**config.mk**
```make
export PLATFORM = sky130hd
export DESIGN_NAME = fspa_ctrl
export DESIGN_NICKNAME = d
export VERILOG_FILES = /design/src/design/fspa_pkg.sv /design/src/design/fspa_ctrl.sv
export SDC_FILE = /design/constraint.sdc
export NUM_CORES = 1
export LEC_CHECK = 0
export BUFFER_PORTS_ARGS = -buffer_cell sky130_fd_sc_hd__buf_2
export CAP_MARGIN = 20
export CORE_AREA = 2 2 39 41
export DETAILED_ROUTE_END_ITERATION = 10
export DIE_AREA = 0 0 41 43
export PLACE_DENSITY = 0.58
export SLEW_MARGIN = 20
export SYNTH_ARGS = -nofsm -noshare
export SYNTH_HDL_FRONTEND = slang
export SYNTH_SLANG_ARGS = --single-unit
```
**constraint.sdc**
```tcl
create_clock -name clk_i -period 1.1 [get_ports clk_i]
set_input_delay 0.055 -clock clk_i [delete_from_list [all_inputs] [get_ports clk_i]]
set_output_delay 0.055 -clock clk_i [all_outputs]
set_load 0.05 [all_outputs]
```
**src/design/fspa_pkg.sv**
```systemverilog
// shared types, constants and codes of the pool allocator
// no dependencies
package fspa_pkg;

  // parameter defaults
  localparam int IPB_MAX_DEF    = 64;
  localparam int MAX_BLOCKS_DEF = 16;

  // fixed field widths
  localparam int HANDLE_W   = 10;
  localparam int STATUS_W   = 2;
  localparam int IPB_W      = 7;
  localparam int CFG_IDX_W  = 1;
  localparam int CFG_DATA_W = 7;

  // register indexes
  localparam logic [CFG_IDX_W-1:0] CFG_IPB  = 1'b0;
  localparam logic [CFG_IDX_W-1:0] CFG_GROW = 1'b1;

  // request kinds
  localparam logic REQ_ALLOC = 1'b0;
  localparam logic REQ_FREE  = 1'b1;

  typedef enum logic [STATUS_W-1:0] {
    STAT_OK        = 2'd0,
    STAT_EXHAUSTED = 2'd1,
    STAT_BAD_FREE  = 2'd2
  } status_e;

  typedef enum logic [2:0] {
    S_LINK,
    S_IDLE,
    S_GROW,
    S_READ,
    S_POP,
    S_PUSH,
    S_EXH
  } state_e;

  // controller to datapath
  typedef struct packed {
    logic accept;
    logic link_start;
    logic link_step;
    logic pop_read;
    logic pop_commit;
    logic push_commit;
    logic exh_commit;
  } ctl_cmd_t;

  // datapath to controller
  typedef struct packed {
    logic reinit;
    logic head_vld;
    logic grow_ok;
    logic link_last;
    logic out_free;
  } dp_status_t;

endpackage

```
**src/design/fspa_ctrl.sv**
```systemverilog
// controller state machine of the pool allocator
// depends on fspa_pkg
module fspa_ctrl (
  input  logic               clk_i,
  input  logic               rst_ni,
  input  logic               in_valid_i,
  input  logic               req_type_i,
  input  fspa_pkg::dp_status_t sts_i,
  output logic               in_ready_o,
  output fspa_pkg::ctl_cmd_t cmd_o
);
  import fspa_pkg::*;

  state_e state_q, state_d;

  // state register, block 0 is linked right after reset
  always_ff @(posedge clk_i or negedge rst_ni) begin
    if (!rst_ni) begin
      state_q <= S_LINK;
    end else begin
      state_q <= state_d;
    end
  end

  // next state and commands
  always_comb begin
    state_d    = state_q;
    cmd_o      = '0;
    in_ready_o = 1'b0;
    case (state_q)
      S_LINK: begin
        cmd_o.link_step = 1'b1;
        if (sts_i.link_last) state_d = S_IDLE;
      end
      S_IDLE: begin
        in_ready_o = !sts_i.reinit;
        if (in_valid_i && !sts_i.reinit) begin
          cmd_o.accept = 1'b1;
          if (req_type_i == REQ_FREE) begin
            state_d = S_PUSH;
          end else if (sts_i.head_vld) begin
            cmd_o.pop_read = 1'b1;
            state_d        = S_POP;
          end else if (sts_i.grow_ok) begin
            cmd_o.link_start = 1'b1;
            state_d          = S_GROW;
          end else begin
            state_d = S_EXH;
          end
        end
      end
      S_GROW: begin
        cmd_o.link_step = 1'b1;
        if (sts_i.link_last) state_d = S_READ;
      end
      S_READ: begin
        cmd_o.pop_read = 1'b1;
        state_d        = S_POP;
      end
      S_POP: begin
        if (sts_i.out_free) begin
          cmd_o.pop_commit = 1'b1;
          state_d          = S_IDLE;
        end
      end
      S_PUSH: begin
        if (sts_i.out_free) begin
          cmd_o.push_commit = 1'b1;
          state_d           = S_IDLE;
        end
      end
      S_EXH: begin
        if (sts_i.out_free) begin
          cmd_o.exh_commit = 1'b1;
          state_d          = S_IDLE;
        end
      end
      default: state_d = S_LINK;
    endcase
    // a write to items_per_block relinks block 0
    if (sts_i.reinit) state_d = S_LINK;
  end

endmodule

```
# Word level (Yosys, flattened, before mapping)
# Cells that the tools add are included.
[op_classes]
n_div = 0
n_mul = 0
add_sub_neg = 0
muxes = 24
eq_ne = 10
n_shift = 0
order_cmp = 0
n_bitwise = 0
reduce_logical = 6
[ops]
columns = ["op", "n"]
rows = [
  ["two-way mux 3 bit", 8],
  ["case mux 3 bit (5 select lines)", 1],
  ["two-way mux 1 bit", 12],
  ["equality test 3 bit, second input constant", 3],
  ["inequality test 3 bit, second input constant", 3],
  ["equality test 3 x 2 -> 1 bit, second input constant", 2],
  ["two-way mux 2 bit", 2],
  ["AND reduction 4 bit", 1],
  ["equality test 3 x 1 -> 1 bit, second input constant", 1],
  ["zero test 3 bit", 1],
  ["inequality test 3 x 1 -> 1 bit, second input constant", 1],
  ["OR reduction 3 bit", 1],
  ["case mux 1 bit (2 select lines)", 1],
  ["OR reduction 2 bit", 1],
  ["logical AND 1 bit", 1],
  ["zero test 1 bit", 1],
]
[totals]
memories = 0
mem_bits_ro = 0
latch_bits = 0
output_inout_bits = 8
ff_bits = 3
mem_bits_rw = 0

# Depth between registers and ports, before layout
[logic_depth]
word_depth = 6
depth_mapped = 4
ltp_nobuf = 3

# Least setup slack after synthesis
# OpenSTA, ideal clock, no wires.
[synth_timing]
path_type = "register to output"
from = "register state_q[1]"
to = "output cmd_o[3] (netlist name)"
stages_incl_launch_ff = 4
n_path_buf = 0
t_arrival_ns = 2.874
setup_slack_ns = -1.829
path_cell_list = "dfrtp_1 nor4b_2 nand2_2 o32ai_1"
[synth_lines]
columns = ["item", "line", "source"]
rows = [
  ["start, declared", "fspa_ctrl.sv:14", "state_e state_q, state_d;"],
  ["start signal, assigned", "fspa_ctrl.sv:21", "state_q <= state_d;"],
  ["end, declared", "fspa_ctrl.sv:10", "output fspa_pkg::ctl_cmd_t cmd_o"],
]

==> impl_metrics.toml <==
[logic_synthesis]
syn-cell-area_um2 = 302
synth-seq-cells = 3
synth_nets = 45
postSynthCellCount = 36
ys_seq_area_share_pct = 24.9
ys_warn_count = 0
synth_area_leaders = "dfrtp_1 25%, nor4b_2 10%, mux2i_1 6.6%, nor2_1 6.2%, a21oi_1 5.0%"
synth_cell_types = 21
synth_top_cell_by_area = "dfrtp_1"
synth_top_area_share_pct = 24.9
avgSynthCellArea_um2 = 8.38

[layout]
final_common_cell = "buf_6"
synthToLayoutAreaGrowth_pct = 146
final_cell_mix = "12 x buf_6, 8 x buf_2, 8 x buf_4, 5 x buf_8"
layout-drive-gt1-share_pct = 66.7
fin_nets = 82
largest_register_ffs = 3
num_antenna_cells = 0
nFillCells = 123
top_register = "state_q"
top_regs = "state_q (3)"

[global_route]
grt_use_met2_pct = 25.0
met1_usage_pct = 14.2
grt_pass1_wl_mm = 1.70
grt-busiest-layer = "met2"
antenna_found_initial = 0
grtUsageMet3_pct = 3.14
track_usage_pct = 14.0
grt_max_degree = 9
grt_overflow = 0
grt_pass1_vias = 427

[sta]
fmax_ghz = 0.643
period_share_pct = 141
finalMaxSlewViolations = 0
setup_viol = 11
slew_headroom_pct = 75.9
hold_viol = 0
hold_ws_ps = 147
rsz0062_at_grt = "yes"
timing.final.crit_period_ps = 1560
tightest_slew_ps = 360
setup_tns_ps = -3180
final.setup.worst_slack_ps = -456
skew_ps = 0.297

[setup_path]
startpoint_type = "flip-flop"
reg2reg_depth = 5
r2r_slack_ps = -360
end_kind = "output pin"
regToRegStartpoint = "state_q[0]$_DFFE_PN0P_"
crit_type = "flip-flop to output pin"
crit_arrival_ps = 1500
required_ps = 1040
crit_fanout = 3
r2r_end = "state_q[2]$_DFFE_PN0P_"

[floorplan]
die_y_um = 43
die_w_um = 41
rows = 14
die-area_um2 = 1760
core_um2 = 1380
initial_utilization_pct = 21.8
ios = 17

[cts]
ctsRootBufferMaster = "clkbuf_4"
cts.sinks = 3
cts_tree = "yes"
cts.clk_slew.worst_paths_ps = 40
htreeDepth = 1
clock_latency_ps = 230
cts.path.max_buffers = 2
cts_made_buffers = 3

[place]
gp_congestion = 0.690
dp.final_hpwl_um = 717
place_ws_ps = -300
portBuffers = 16

[route]
dr.first_iter.drc_count = 6
vias = 421
drc = 0
routed_via_density = 4.78
antenna_left = 0
drt_pass1_iterations = 4
totalWireLength_mm = 1.10
routedWlPerCell_um = 12.5

[hold_path]
min_path_type = "input port to async pin"

[flow_run]
maxCapViolations = 0

[power_and_ir_drop]
ir_worst_vdd_uv = 517
p_leak_nw = 0.334
power_density_nw_per_um2 = 1030

[outcome]
status = "finished, violations left"
violations = "negative setup slack"
==> worst max path at each step <==
stage,to,startpoint,cells past startpoint
finish,cmd_o[5],state_q[2]$_DFFE_PN0P_,4
CTS,cmd_o[5],state_q[2]$_DFFE_PN0P_,4
global placement,cmd_o[5],state_q[2]$_DFFE_PN0P_,4
floorplan,cmd_o[5],state_q[2]$_DFFE_PN0P_,3
detailed placement,cmd_o[5],state_q[2]$_DFFE_PN0P_,4
global route,cmd_o[3],state_q[2]$_DFFE_PN0P_,4
==> worst max-delay path: stages (launching register included) <==
cell,delay [ps]
dfrtp_1,390
nor4b_4,300
nand2_2,140
nor4b_4,240
buf_6,190
==> cells in the mapped netlist <==
master / number
o21a_1: 2
nand2b_1: 2
o32ai_1: 1
nand2_2: 1
buf_2: 1
dfrtp_1: 3
inv_1: 3
a32o_1: 1
a21oi_1: 3
nand2_1: 2
nor3_1: 1
nor4b_1: 1
o211ai_1: 1
o31ai_1: 1
nor2_1: 5
a211oi_1: 1
or2b_2: 1
or4b_1: 1
mux2i_1: 2
nor4b_2: 2
buf_6: 1
==> layer usage <==
layer,part of all wire (%),up-vias
met5,0,-
met3,5.4,0
met2,57,12
li1,-,206
met1,38,203
met4,0,0
==> repair_timing <==
item / 4_1_cts / 5_1_grt
cloned: 0 / 0
pin swaps: 5 / 3
buffers inserted: 4 / 5
hold buffers: 1 / 0
endpoints found under the setup margin: 11 / 11
resized for setup: 30 / 11
endpoints found under the hold margin: 3 / 0
==> metrics by stage <==
| step | power, mW | cell area, µm² | cells | utilization, % |
|---|---|---|---|---|
| final | 0.760 | 741 | 88 | 53.5 |
| after global routing | 0.812 | 741 | 88 | 53.5 |
| after CTS | 0.721 | 678 | 84 | 49.0 |
| after detailed placement | 0.414 | 504 | 75 | 36.4 |
| after global placement | 0.416 | 504 | 75 | 36.4 |
| after floorplan | 0.327 | 353 | 36 | - |
==> cell type report <==
class / instances / area, µm² / share of cell area, %
clock buffer: 4 / 26.3 / 3.55
inverter: 3 / 11.3 / 1.52
multi-input combinational: 28 / 288 / 38.9
sequential: 3 / 75.1 / 10.1
tap: 16 / 20.0 / 2.70
timing repair buffer: 34 / 320 / 43.2
==> logic make-up (layout without fill, tap and decap cells) <==
logic type      after synthesis  after routing  synth area share, %
buf+inv                       5             41                 9.13
mux                           2              2                 6.64
flops                         3              3                 24.9
compound gates               10             10                 23.7
simple gates                 16             16                 35.7
==> power breakdown <==
part	internal (mW)	leakage (nW)	switching [mW]
clock	0.136	0.0150	0.0549
sequential	0.122	0.0402	0.0134
combinational	0.219	0.279	0.215
Note: power is estimated with default switching activity, not from simulation.
